--- src/rtl/olex_pkg.sv ---
// Package for the operator symbol lexer, imported by the datapath and the checker:
// token codes, result type and the longest-match classifier used by the datapath.
// No dependencies.
package olex_pkg;

  // Newline counter width; line_total shows its low 32 bits.
  localparam int LINE_COUNT_BITS = 32;
  localparam int LINE_TOTAL_BITS = 32;
  localparam int CHAR_BITS       = 8;
  localparam int CODE_BITS       = 8;
  localparam int LEN_BITS        = 2;

  // Packed widths of the stream words.
  localparam int IN_DATA_BITS   = 3 * CHAR_BITS;
  localparam int OUT_FIELD_BITS = 1 + CODE_BITS + LEN_BITS + LINE_TOTAL_BITS;
  localparam int OUT_DATA_BITS  = ((OUT_FIELD_BITS + 7) / 8) * 8;

  typedef logic [CODE_BITS-1:0] tok_code_t;

  localparam tok_code_t TOK_NONE        = 8'h00;
  localparam tok_code_t TOK_HASH        = 8'h01;
  localparam tok_code_t TOK_DOLLAR      = 8'h02;
  localparam tok_code_t TOK_DOLLAR2     = 8'h03;
  localparam tok_code_t TOK_BACKSLASH   = 8'h04;
  localparam tok_code_t TOK_NEWLINE     = 8'h05;
  localparam tok_code_t TOK_NOT         = 8'h80;
  localparam tok_code_t TOK_NE          = 8'h81;
  localparam tok_code_t TOK_MOD         = 8'h82;
  localparam tok_code_t TOK_AND         = 8'h83;
  localparam tok_code_t TOK_LAND        = 8'h84;
  localparam tok_code_t TOK_LPAREN      = 8'h85;
  localparam tok_code_t TOK_RPAREN      = 8'h86;
  localparam tok_code_t TOK_MUL         = 8'h87;
  localparam tok_code_t TOK_ADD         = 8'h88;
  localparam tok_code_t TOK_INC         = 8'h89;
  localparam tok_code_t TOK_COMMA       = 8'h8b;
  localparam tok_code_t TOK_SUB         = 8'h8c;
  localparam tok_code_t TOK_DEC         = 8'h8d;
  localparam tok_code_t TOK_ARROW       = 8'h8f;
  localparam tok_code_t TOK_DOT         = 8'h90;
  localparam tok_code_t TOK_ELLIPSIS    = 8'h91;
  localparam tok_code_t TOK_DIV         = 8'h92;
  localparam tok_code_t TOK_COLON       = 8'h93;
  localparam tok_code_t TOK_SEMI        = 8'h94;
  localparam tok_code_t TOK_LT          = 8'h95;
  localparam tok_code_t TOK_SHL         = 8'h96;
  localparam tok_code_t TOK_LE          = 8'h97;
  localparam tok_code_t TOK_ASSIGN      = 8'h98;
  localparam tok_code_t TOK_MOD_EQ      = 8'h99;
  localparam tok_code_t TOK_AND_EQ      = 8'h9a;
  localparam tok_code_t TOK_MUL_EQ      = 8'h9b;
  localparam tok_code_t TOK_ADD_EQ      = 8'h9c;
  localparam tok_code_t TOK_SUB_EQ      = 8'h9d;
  localparam tok_code_t TOK_DIV_EQ      = 8'h9e;
  localparam tok_code_t TOK_SHL_EQ      = 8'h9f;
  localparam tok_code_t TOK_EQ          = 8'ha0;
  localparam tok_code_t TOK_SHR_EQ      = 8'ha1;
  localparam tok_code_t TOK_XOR_EQ      = 8'ha2;
  localparam tok_code_t TOK_OR_EQ       = 8'ha3;
  localparam tok_code_t TOK_GT          = 8'ha4;
  localparam tok_code_t TOK_GE          = 8'ha5;
  localparam tok_code_t TOK_SHR         = 8'ha6;
  localparam tok_code_t TOK_QUESTION    = 8'ha7;
  localparam tok_code_t TOK_LBRACKET    = 8'ha8;
  localparam tok_code_t TOK_RBRACKET    = 8'ha9;
  localparam tok_code_t TOK_XOR         = 8'haa;
  localparam tok_code_t TOK_LBRACE      = 8'hab;
  localparam tok_code_t TOK_OR          = 8'hac;
  localparam tok_code_t TOK_LOR         = 8'had;
  localparam tok_code_t TOK_RBRACE      = 8'hae;
  localparam tok_code_t TOK_TILDE       = 8'haf;

  // Source characters used by the matcher.
  localparam logic [7:0] CH_LF     = 8'h0a;
  localparam logic [7:0] CH_CR     = 8'h0d;
  localparam logic [7:0] CH_BANG   = 8'h21;
  localparam logic [7:0] CH_HASH   = 8'h23;
  localparam logic [7:0] CH_DOLLAR = 8'h24;
  localparam logic [7:0] CH_PCT    = 8'h25;
  localparam logic [7:0] CH_AMP    = 8'h26;
  localparam logic [7:0] CH_LPAR   = 8'h28;
  localparam logic [7:0] CH_RPAR   = 8'h29;
  localparam logic [7:0] CH_STAR   = 8'h2a;
  localparam logic [7:0] CH_PLUS   = 8'h2b;
  localparam logic [7:0] CH_COMMA  = 8'h2c;
  localparam logic [7:0] CH_MINUS  = 8'h2d;
  localparam logic [7:0] CH_DOT    = 8'h2e;
  localparam logic [7:0] CH_SLASH  = 8'h2f;
  localparam logic [7:0] CH_COLON  = 8'h3a;
  localparam logic [7:0] CH_SEMI   = 8'h3b;
  localparam logic [7:0] CH_LT     = 8'h3c;
  localparam logic [7:0] CH_EQ     = 8'h3d;
  localparam logic [7:0] CH_GT     = 8'h3e;
  localparam logic [7:0] CH_QUEST  = 8'h3f;
  localparam logic [7:0] CH_LBRK   = 8'h5b;
  localparam logic [7:0] CH_BSLASH = 8'h5c;
  localparam logic [7:0] CH_RBRK   = 8'h5d;
  localparam logic [7:0] CH_CARET  = 8'h5e;
  localparam logic [7:0] CH_LBRACE = 8'h7b;
  localparam logic [7:0] CH_BAR    = 8'h7c;
  localparam logic [7:0] CH_RBRACE = 8'h7d;
  localparam logic [7:0] CH_TILDE  = 8'h7e;

  typedef struct packed {
    tok_code_t           code;
    logic [LEN_BITS-1:0] len;
  } tok_res_t;

  function automatic tok_res_t mk(input tok_code_t code, input logic [LEN_BITS-1:0] len);
    tok_res_t r;
    r.code = code;
    r.len  = len;
    return r;
  endfunction

  // Longest match of up to three characters starting at c0.
  function automatic tok_res_t classify(input logic [7:0] c0, input logic [7:0] c1,
                                        input logic [7:0] c2);
    tok_res_t r;
    r = mk(TOK_NONE, 2'd0);
    unique case (c0)
      CH_LF:     r = mk(TOK_NEWLINE, 2'd1);
      CH_CR:     r = (c1 == CH_LF) ? mk(TOK_NEWLINE, 2'd2) : mk(TOK_NEWLINE, 2'd1);
      CH_BANG:   r = (c1 == CH_EQ) ? mk(TOK_NE, 2'd2) : mk(TOK_NOT, 2'd1);
      CH_HASH:   r = mk(TOK_HASH, 2'd1);
      CH_DOLLAR: r = (c1 == CH_DOLLAR) ? mk(TOK_DOLLAR2, 2'd2) : mk(TOK_DOLLAR, 2'd1);
      CH_PCT:    r = (c1 == CH_EQ) ? mk(TOK_MOD_EQ, 2'd2) : mk(TOK_MOD, 2'd1);
      CH_AMP: begin
        if (c1 == CH_AMP)     r = mk(TOK_LAND, 2'd2);
        else if (c1 == CH_EQ) r = mk(TOK_AND_EQ, 2'd2);
        else                  r = mk(TOK_AND, 2'd1);
      end
      CH_LPAR:   r = mk(TOK_LPAREN, 2'd1);
      CH_RPAR:   r = mk(TOK_RPAREN, 2'd1);
      CH_STAR:   r = (c1 == CH_EQ) ? mk(TOK_MUL_EQ, 2'd2) : mk(TOK_MUL, 2'd1);
      CH_PLUS: begin
        if (c1 == CH_PLUS)    r = mk(TOK_INC, 2'd2);
        else if (c1 == CH_EQ) r = mk(TOK_ADD_EQ, 2'd2);
        else                  r = mk(TOK_ADD, 2'd1);
      end
      CH_COMMA:  r = mk(TOK_COMMA, 2'd1);
      CH_MINUS: begin
        if (c1 == CH_MINUS)   r = mk(TOK_DEC, 2'd2);
        else if (c1 == CH_EQ) r = mk(TOK_SUB_EQ, 2'd2);
        else if (c1 == CH_GT) r = mk(TOK_ARROW, 2'd2);
        else                  r = mk(TOK_SUB, 2'd1);
      end
      CH_DOT: begin
        if (c1 == CH_DOT && c2 == CH_DOT) r = mk(TOK_ELLIPSIS, 2'd3);
        else                              r = mk(TOK_DOT, 2'd1);
      end
      CH_SLASH:  r = (c1 == CH_EQ) ? mk(TOK_DIV_EQ, 2'd2) : mk(TOK_DIV, 2'd1);
      CH_COLON:  r = mk(TOK_COLON, 2'd1);
      CH_SEMI:   r = mk(TOK_SEMI, 2'd1);
      CH_LT: begin
        if (c1 == CH_LT && c2 == CH_EQ) r = mk(TOK_SHL_EQ, 2'd3);
        else if (c1 == CH_LT)           r = mk(TOK_SHL, 2'd2);
        else if (c1 == CH_EQ)           r = mk(TOK_LE, 2'd2);
        else                            r = mk(TOK_LT, 2'd1);
      end
      CH_EQ:     r = (c1 == CH_EQ) ? mk(TOK_EQ, 2'd2) : mk(TOK_ASSIGN, 2'd1);
      CH_GT: begin
        if (c1 == CH_GT && c2 == CH_EQ) r = mk(TOK_SHR_EQ, 2'd3);
        else if (c1 == CH_GT)           r = mk(TOK_SHR, 2'd2);
        else if (c1 == CH_EQ)           r = mk(TOK_GE, 2'd2);
        else                            r = mk(TOK_GT, 2'd1);
      end
      CH_QUEST:  r = mk(TOK_QUESTION, 2'd1);
      CH_LBRK:   r = mk(TOK_LBRACKET, 2'd1);
      CH_BSLASH: r = mk(TOK_BACKSLASH, 2'd1);
      CH_RBRK:   r = mk(TOK_RBRACKET, 2'd1);
      CH_CARET:  r = (c1 == CH_EQ) ? mk(TOK_XOR_EQ, 2'd2) : mk(TOK_XOR, 2'd1);
      CH_LBRACE: r = mk(TOK_LBRACE, 2'd1);
      CH_BAR: begin
        if (c1 == CH_EQ)       r = mk(TOK_OR_EQ, 2'd2);
        else if (c1 == CH_BAR) r = mk(TOK_LOR, 2'd2);
        else                   r = mk(TOK_OR, 2'd1);
      end
      CH_RBRACE: r = mk(TOK_RBRACE, 2'd1);
      CH_TILDE:  r = mk(TOK_TILDE, 2'd1);
      default:   r = mk(TOK_NONE, 2'd0);
    endcase
    return r;
  endfunction

endpackage

--- src/rtl/operator_symbol_lexer.sv ---
// Operator symbol lexer: one word in per cycle unless stalled, longest-match token out.
// An input register and a result register lie between input accept and result valid.
// Throughput: one word per cycle unless stalled; classifier: one level of byte compares.
// The newline counter updates as a word moves from the input to the result register.
// Reset (rst_n low, synchronous) empties both registers and clears the newline counter.
// Depends on olex_pkg.
module operator_symbol_lexer
  import olex_pkg::*;
(
  input  logic                     clk,
  input  logic                     rst_n,
  input  logic                     in_tvalid,
  output logic                     in_tready,
  input  logic [IN_DATA_BITS-1:0]  in_tdata,   // cur_char, next_char, third_char
  output logic                     out_tvalid,
  input  logic                     out_tready,
  output logic [OUT_DATA_BITS-1:0] out_tdata   // matched, token_code, token_length,
                                               // line_total, zero pad
);

  logic                       s1_vld_r;
  logic [IN_DATA_BITS-1:0]    s1_data_r;
  logic                       s2_vld_r;
  logic                       s2_match_r;
  tok_res_t                   s2_res_r;
  logic [LINE_COUNT_BITS-1:0] line_cnt_r;
  logic [LINE_COUNT_BITS-1:0] line_cnt_nxt;
  logic [63:0]                line_ext;
  logic                       s1_adv;
  tok_res_t                   res;
  logic                       is_nl;

  assign s1_adv    = s1_vld_r && (!s2_vld_r || out_tready);
  assign in_tready = !s1_vld_r || s1_adv;

  always_comb begin
    res          = classify(s1_data_r[7:0], s1_data_r[15:8], s1_data_r[23:16]);
    is_nl        = (res.len != '0) && (res.code == TOK_NEWLINE);
    line_cnt_nxt = line_cnt_r + LINE_COUNT_BITS'(is_nl);
  end

  always_ff @(posedge clk) begin
    if (!rst_n) begin
      s1_vld_r   <= 1'b0;
      s2_vld_r   <= 1'b0;
      line_cnt_r <= '0;
    end else begin
      if (in_tready) s1_vld_r <= in_tvalid;
      if (s1_adv) begin
        s2_vld_r   <= 1'b1;
        line_cnt_r <= line_cnt_nxt;
      end else if (out_tready) begin
        s2_vld_r <= 1'b0;
      end
    end
  end

  always_ff @(posedge clk) begin
    if (in_tready && in_tvalid) s1_data_r <= in_tdata;
    if (s1_adv) begin
      s2_res_r   <= res;
      s2_match_r <= (res.len != '0);
    end
  end

  assign line_ext   = 64'(line_cnt_r);
  assign out_tvalid = s2_vld_r;
  assign out_tdata  = OUT_DATA_BITS'({line_ext[LINE_TOTAL_BITS-1:0], s2_res_r.len,
                                      s2_res_r.code, s2_match_r});

endmodule

--- config.mk ---
export PLATFORM = sky130hd
export DESIGN_NAME = operator_symbol_lexer
export DESIGN_NICKNAME = d
export VERILOG_FILES = /design/src/rtl/olex_pkg.sv /design/src/rtl/operator_symbol_lexer.sv
export SDC_FILE = /design/constraint.sdc
export NUM_CORES = 1
export LEC_CHECK = 0
export ABC_CLOCK_PERIOD_IN_PS = 7130
export BUFFER_PORTS_ARGS = -buffer_cell sky130_fd_sc_hd__buf_4
export CORE_MARGIN = 1
export CORE_UTILIZATION = 30
export CTS_CLUSTER_SIZE = 30
export DETAILED_ROUTE_END_ITERATION = 6
export SLEW_MARGIN = 30
export SYNTH_ARGS = -nofsm -noshare
export SYNTH_HDL_FRONTEND = slang
export SYNTH_SLANG_ARGS = --single-unit
export TNS_END_PERCENT = 10
--- constraint.sdc ---
create_clock -name clk -period 7.13 [get_ports clk]
set_input_delay 0 -clock clk [delete_from_list [all_inputs] [get_ports clk]]
set_output_delay 0 -clock clk [all_outputs]
set_load 0.05 [all_outputs]
==> impl_metrics.py, run 1 <==
metrics = {
    "timing": {
        "timing.final.max_slew_violations": 0,
        "tightestPinTransition_ns": 0.900,
        "holdWs_ns": 0.0753,
        "max_slew_margin_pct": 39.7,
        "min_period_over_period_pct": 48.9,
        "setup_violations": 0,
        "period_minus_slack_ns": 3.49,
        "skew_ns": 0.0103,
        "fmax_mhz": 287,
        "rsz0062_at_grt": "no",
        "hold_viol": 0,
        "setup_ws_ns": 3.64,
        "setup_tns_ns": 0,
    },
    "floorplan": {
        "coreArea_um2": 13500,
        "die_y_um": 121,
        "ioPinCount": 78,
        "start_util_pct": 31.3,
        "die_area_um2": 14500,
        "rows": 42,
        "die_w_um": 121,
    },
    "cells_and_area": {
        "layout_common_cells": "73 x buf_4, 35 x nand2_1, 34 x and2_1, 34 x dfxtp_1, 34 x edfxtp_1",
        "final-seq-area_um2": 1700,
        "final_common_cell": "buf_4",
        "area_growth_pct": 26.8,
        "fill_cells": 1380,
        "drive_above_1_share_pct": 19.5,
        "multi_input_comb_area_um2": 2290,
        "n_antenna_cell": 0,
        "nNetsFinal": 563,
    },
    "worst_setup_path": {
        "crit_path_start_kind": "register",
        "arrival_ns": 3.75,
        "crit_required_ns": 7.40,
        "cp_max_fo": 25,
        "worstSetupEndpointType": "register",
        "setup.worst_path.class": "register to register",
    },
    "logic_synthesis": {
        "synth_edf_count": 34,
        "netlist_instances": 456,
        "synth_xor_area_share_pct": 6.44,
        "ys_seq_area_share_pct": 40.4,
        "yosysWarnings": 0,
        "synth_top_family_by_area": "simple AND/OR/NAND/NOR gates",
        "yosys.area_share.simple_pct": 32.8,
        "synthAdderAreaFrac_pct": 0.594,
        "muxShareOfSynthArea_pct": 0.742,
        "synth-compound-area-share_pct": 13.1,
        "synth-seq-cells": 68,
        "yosysUniqueCellTypes": 69,
        "synthArstFlopShare_pct": 0,
        "syn_area_um2": 4220,
        "syn_avg_cell_area_um2": 9.24,
        "synth_top_flop_cell": "edfxtp_1",
    },
    "pwr": {
        "p_sw_share_pct": 25.1,
        "clkPwrFrac_pct": 44.9,
        "p_seq_share_pct": 44.9,
        "p_total_mw": 0.985,
        "p_per_area_nw_per_um2": 184,
        "power_frac_comb_pct": 10.3,
        "p_sw_mw": 0.247,
        "p_leak_nw": 1.98,
        "peakVddDrop_uv": 117,
        "p_int_mw": 0.738,
    },
    "cts": {
        "htreeDepth": 3,
        "numCtsBuffers": 9,
        "cts_sinks": 68,
        "cts_tree": "yes",
        "clock_latency_ns": 0.34,
        "cts_buffer_depth": 2,
        "clockRootBuffer": "clkbuf_16",
        "post_cts_resized": 0,
        "cts.clk_slew.worst_paths_ns": 0.06,
    },
    "place": {
        "routabilityCongestion": 0.925,
        "dpl.hpwl_mm": 7.98,
        "io_buffers": 71,
        "post-place-ws_ns": 3.74,
    },
    "global_routing": {
        "grt_pass1_vias": 3403,
        "overflow": 0,
        "groute.usage.overall_pct": 15.8,
        "antenna_found_initial": 0,
        "grt_max_degree": 38,
        "grt_pass1_wl_mm": 17.9,
    },
    "route": {
        "drc": 0,
        "dr_total_vias": 3781,
        "drt_first_pass_iters": 6,
        "drt_iter0_drc": 308,
        "viasPerCell": 5.30,
        "wl_per_cell_um": 15.9,
        "wl_mm": 11.4,
        "ant_nets": 0,
    },
    "job": {
        "maxCapViolCount": 0,
    },
    "hold_path": {
        "hp-class": "input pin to register",
    },
    "outcome": {
        "status": "complete, no violations",
    },
}
==> per-stage QoR <==
stage,instance area (um^2),instances,util (%)
2_1_floorplan,4230,461,-
3_3_place_gp,4790,673,35.6
3_5_place_dp,4800,673,35.7
4_1_cts,5340,714,39.7
5_1_grt,5340,714,39.7
6_report,5340,714,39.7
==> cells by family (layout without fill, tap and decap cells) <==
| family | Yosys count | after routing |
|---|---|---|
| adders and majority gates | 2 | 2 |
| buffers and inverters | 46 | 123 |
| xor gates and xnor gates | 31 | 31 |
| muxes | 3 | 3 |
| DFF | 68 | 68 |
| AOI/OAI and AO/OA | 81 | 81 |
| and+or+nand+nor | 224 | 224 |
| other | 1 | 6 |
==> metal layers <==
| metal | share of wire, % | track usage [%] |
|---|---|---|
| met1 | 46 | 22.2 |
| met2 | 46 | 24.5 |
| met3 | 5.8 | 2.31 |
| met4 | 1.5 | 6.02 |
| met5 | 0 | 0 |
==> power groups by stage <==
stage	registers [mW]	clock network, mW	logic, mW
final	0.442	0.442	0.101
after global routing	0.444	0.473	0.109
after CTS	0.442	0.455	0.100
after detailed placement	0.450	0	0.0893
after global placement	0.450	0	0.0893
after floorplan	0.451	0	0.0613
==> registers in the layout (all words and copies together) (netlist names) <==
signal and cells:
out_tdata 9, line_cnt_r 32, out_tvalid 1, s1_data_r 24, s1_vld_r 1, s2_match_r 1
==> worst max-delay path, cell delays in order, from the launching register on <==
cell and delay [ns]:
edfxtp_1 0.72, nor2b_1 0.59, nand2_1 0.26, a21oi_1 0.19, ha_1 0.19, nand2_1 0.09
nor4_4 0.57, nand4_1 0.32, nor3_1 0.27, mux2i_1 0.20
==> path summary, 6_finish.rpt <==
path                       start             end  slack [ns]  depth (start not counted)
setup reg to reg    s1_data_r[0]  line_cnt_r[17]        3.64                          9
setup / recovery    s1_data_r[0]  line_cnt_r[17]        3.64                          9
hold reg to reg   line_cnt_r[31]  line_cnt_r[31]        0.49                          2
hold / removal        out_tready        s1_vld_r        0.08                          4
==> final cells by class <==
cell class                 count  area share [%]
clock inverter                 7            1.33
tap                          176            4.12
multi-input combinational    347            42.9
clock buffer                   9            4.21
inverter                       9           0.632
timing repair buffer          98            14.9
sequential                    68            31.8
==> cells in the mapped netlist, types with 8 or more instances <==
cell | instances | area share (%)
nand3_1 | 23 | 2.7
buf_4 | 11 | 2.0
nor2b_1 | 15 | 2.2
dfxtp_1 | 34 | 16
buf_2 | 14 | 1.7
nand2_1 | 35 | 3.1
clkbuf_1 | 10 | 0.89
xnor2_1 | 26 | 5.4
nand2b_1 | 10 | 1.5
nor3_1 | 11 | 1.3
a21oi_1 | 15 | 1.8
inv_1 | 8 | 0.71
nor2_1 | 13 | 1.2
edfxtp_1 | 34 | 24
nor4_1 | 8 | 1.2
and2_1 | 35 | 5.2
and3_1 | 12 | 1.8
nand4_1 | 28 | 4.2
o21ai_0 | 15 | 1.8
==> timing repair <==
| action | CTS | global route |
|---|---|---|
| buffers inserted | 0 | 0 |
| endpoints found under the hold margin | 25 | 0 |
| hold buffers | 25 | 0 |
(Power assumes the default switching activity.)
==> run 2: changes to the inputs <==
--- a/config.mk
+++ b/config.mk
@@ -5,7 +5,7 @@
 export SDC_FILE = /design/constraint.sdc
 export NUM_CORES = 1
 export LEC_CHECK = 0
-export ABC_CLOCK_PERIOD_IN_PS = 7130
+export ABC_CLOCK_PERIOD_IN_PS = 3000
 export BUFFER_PORTS_ARGS = -buffer_cell sky130_fd_sc_hd__buf_4
 export CORE_MARGIN = 1
 export CORE_UTILIZATION = 30
==> constraint.sdc (replaced) <==
create_clock -name clk -period 3 [get_ports clk]
set_input_delay 0 -clock clk [delete_from_list [all_inputs] [get_ports clk]]
set_output_delay 0 -clock clk [all_outputs]
set_load 0.05 [all_outputs]
==> impl_metrics.py, run 2 (synthesized netlist as in run 1, its figures left out) <==
metrics = {
    "cells_and_area": {
        "drive_above_1_share_pct": 20.9,
        "nNetsFinal": 576,
        "fin_cells": 727,
        "final_common_cell": "buf_4",
        "fill_cells": 1374,
        "regMostFlops": "line_cnt_r",
        "layout_common_cells": "86 x buf_4, 35 x nand2_1, 34 x and2_1, 34 x dfxtp_1, 34 x edfxtp_1",
        "multi_input_comb_area_um2": 2290,
        "final-seq-area_um2": 1700,
        "largest_register_ffs": 32,
        "post-route-util_pct": 40.3,
        "area_growth_pct": 28.6,
        "n_antenna_cell": 0,
        "fin_area_um2": 5420,
    },
    "worst_setup_path": {
        "arrival_ns": 2.89,
        "crit_slowest_cell": "edfxtp_1",
        "critical_path.max_stage_delay_ns": 0.57,
        "worstSetupEndpointType": "register",
        "crit_required_ns": 3.24,
        "crit_top_cell": "ha_1",
        "crit_chain": "nor3_4, nand2b_1, a21oi_1, ha_1, ha_1, and4_1, nand4_1, xnor2_1, and2_1",
        "crit_path_start_kind": "register",
        "setup.worst_path.class": "register to register",
        "cp_max_fo": 10,
    },
    "timing": {
        "rsz0062_at_grt": "no",
        "period_minus_slack_ns": 2.65,
        "hold_viol": 0,
        "fmax_mhz": 377,
        "max_slew_margin_pct": 36.9,
        "skew_ns": 0.00608,
        "tightestPinTransition_ns": 0.943,
        "min_period_over_period_pct": 88.4,
        "setup_ws_ns": 0.347,
        "timing.final.max_slew_violations": 0,
        "setup_tns_ns": 0,
        "setup_violations": 0,
    },
    "route": {
        "drc": 0,
        "ant_nets": 0,
        "drt_iter0_drc": 283,
        "viasPerCell": 5.39,
        "wl_mm": 11.9,
        "dr_total_vias": 3921,
        "wl_per_cell_um": 16.4,
        "drt_first_pass_iters": 5,
    },
    "cts": {
        "cts_sinks": 68,
        "clock_latency_ns": 0.34,
        "cts_buffer_depth": 2,
        "clockRootBuffer": "clkbuf_16",
        "numCtsBuffers": 9,
        "htreeDepth": 3,
        "cts.clk_slew.worst_paths_ns": 0.06,
        "cts_tree": "yes",
    },
    "place": {
        "io_buffers": 71,
        "dpl.hpwl_mm": 8.64,
        "dpl_cell_area_um2": 4890,
        "dp.cells": 686,
        "routabilityCongestion": 0.993,
        "post-place-ws_ns": 0.384,
    },
    "job": {
        "maxCapViolCount": 0,
    },
    "floorplan": {
        "start_util_pct": 31.3,
        "die_w_um": 121,
        "coreArea_um2": 13500,
        "die_y_um": 121,
        "rows": 42,
        "ioPinCount": 78,
        "die_area_um2": 14500,
    },
    "global_routing": {
        "groute.usage.overall_pct": 17.0,
        "grt_pass1_vias": 3673,
        "grt_pass1_wl_mm": 19.4,
        "overflow": 0,
        "grt_max_degree": 38,
        "antenna_found_initial": 0,
    },
    "pwr": {
        "peakVddDrop_uv": 209,
        "p_per_area_nw_per_um2": 425,
        "p_leak_nw": 2.03,
    },
    "hold_path": {
        "hp-class": "input pin to register",
    },
    "outcome": {
        "status": "complete, no violations",
    },
}
==> run 2: cell types whose count changed in the layout (fill, tap and decap cells not counted), sizes merged <==
cell,delta
buf,+13
bufinv,-1
clkbuf,+4
inv,-3
==> run 2: area by class of cell <==
cell class,instances,area share (%)
clock buffers,13,4.80
clock inverters,3,0.369
inverters,9,0.623
multi-input cells,347,42.2
flip-flops and latches,68,31.4
well taps,176,4.06
repair buffers,111,16.5
==> run 2: layer usage <==
metal	global-route usage, %	share of wire (%)	up-vias
met5	0	0	-
met4	7.95	2.3	0
met3	3.63	6.0	29
met2	25.5	46	153
met1	23.2	46	1873
li1	-	-	1866
==> run 2: where the power goes <==
group	internal (mW)	switching [mW]
logic	0.107	0.154
registers	1.01	0.0323
clock network	0.605	0.394
total	1.72	0.581
==> run 2: final timing paths <==
check,from,to,slack (ns),cells after the start
max,s1_data_r[6],line_cnt_r[28],0.35,9
max reg2reg,s1_data_r[6],line_cnt_r[28],0.35,9
min,out_tready,s1_vld_r,0.08,4
min reg2reg,line_cnt_r[31],line_cnt_r[31],0.48,2
==> run 2: timing repair <==
action	CTS	global route
hold endpoints to repair	25	0
setup buffers	0	0
hold buffers	25	0
gates resized for setup	0	0
==> run 2: critical path, delay by kind of cell, from the launching register on <==
family	cells	cell delay, ns
fa+ha+maj	2	0.41
simple gates	5	1.17
compound gates	1	0.21
xor+xnor	1	0.18
flops	1	0.57
==> run 2: per-stage QoR <==
stage / total power [mW] / hold WS (ns)
2_1_floorplan: 1.22 / 0.0989
3_3_place_gp: 1.29 / 0.178
3_5_place_dp: 1.29 / 0.179
4_1_cts: 2.33 / 0.0693
5_1_grt: 2.40 / 0.0930
6_report: 2.30 / 0.0765
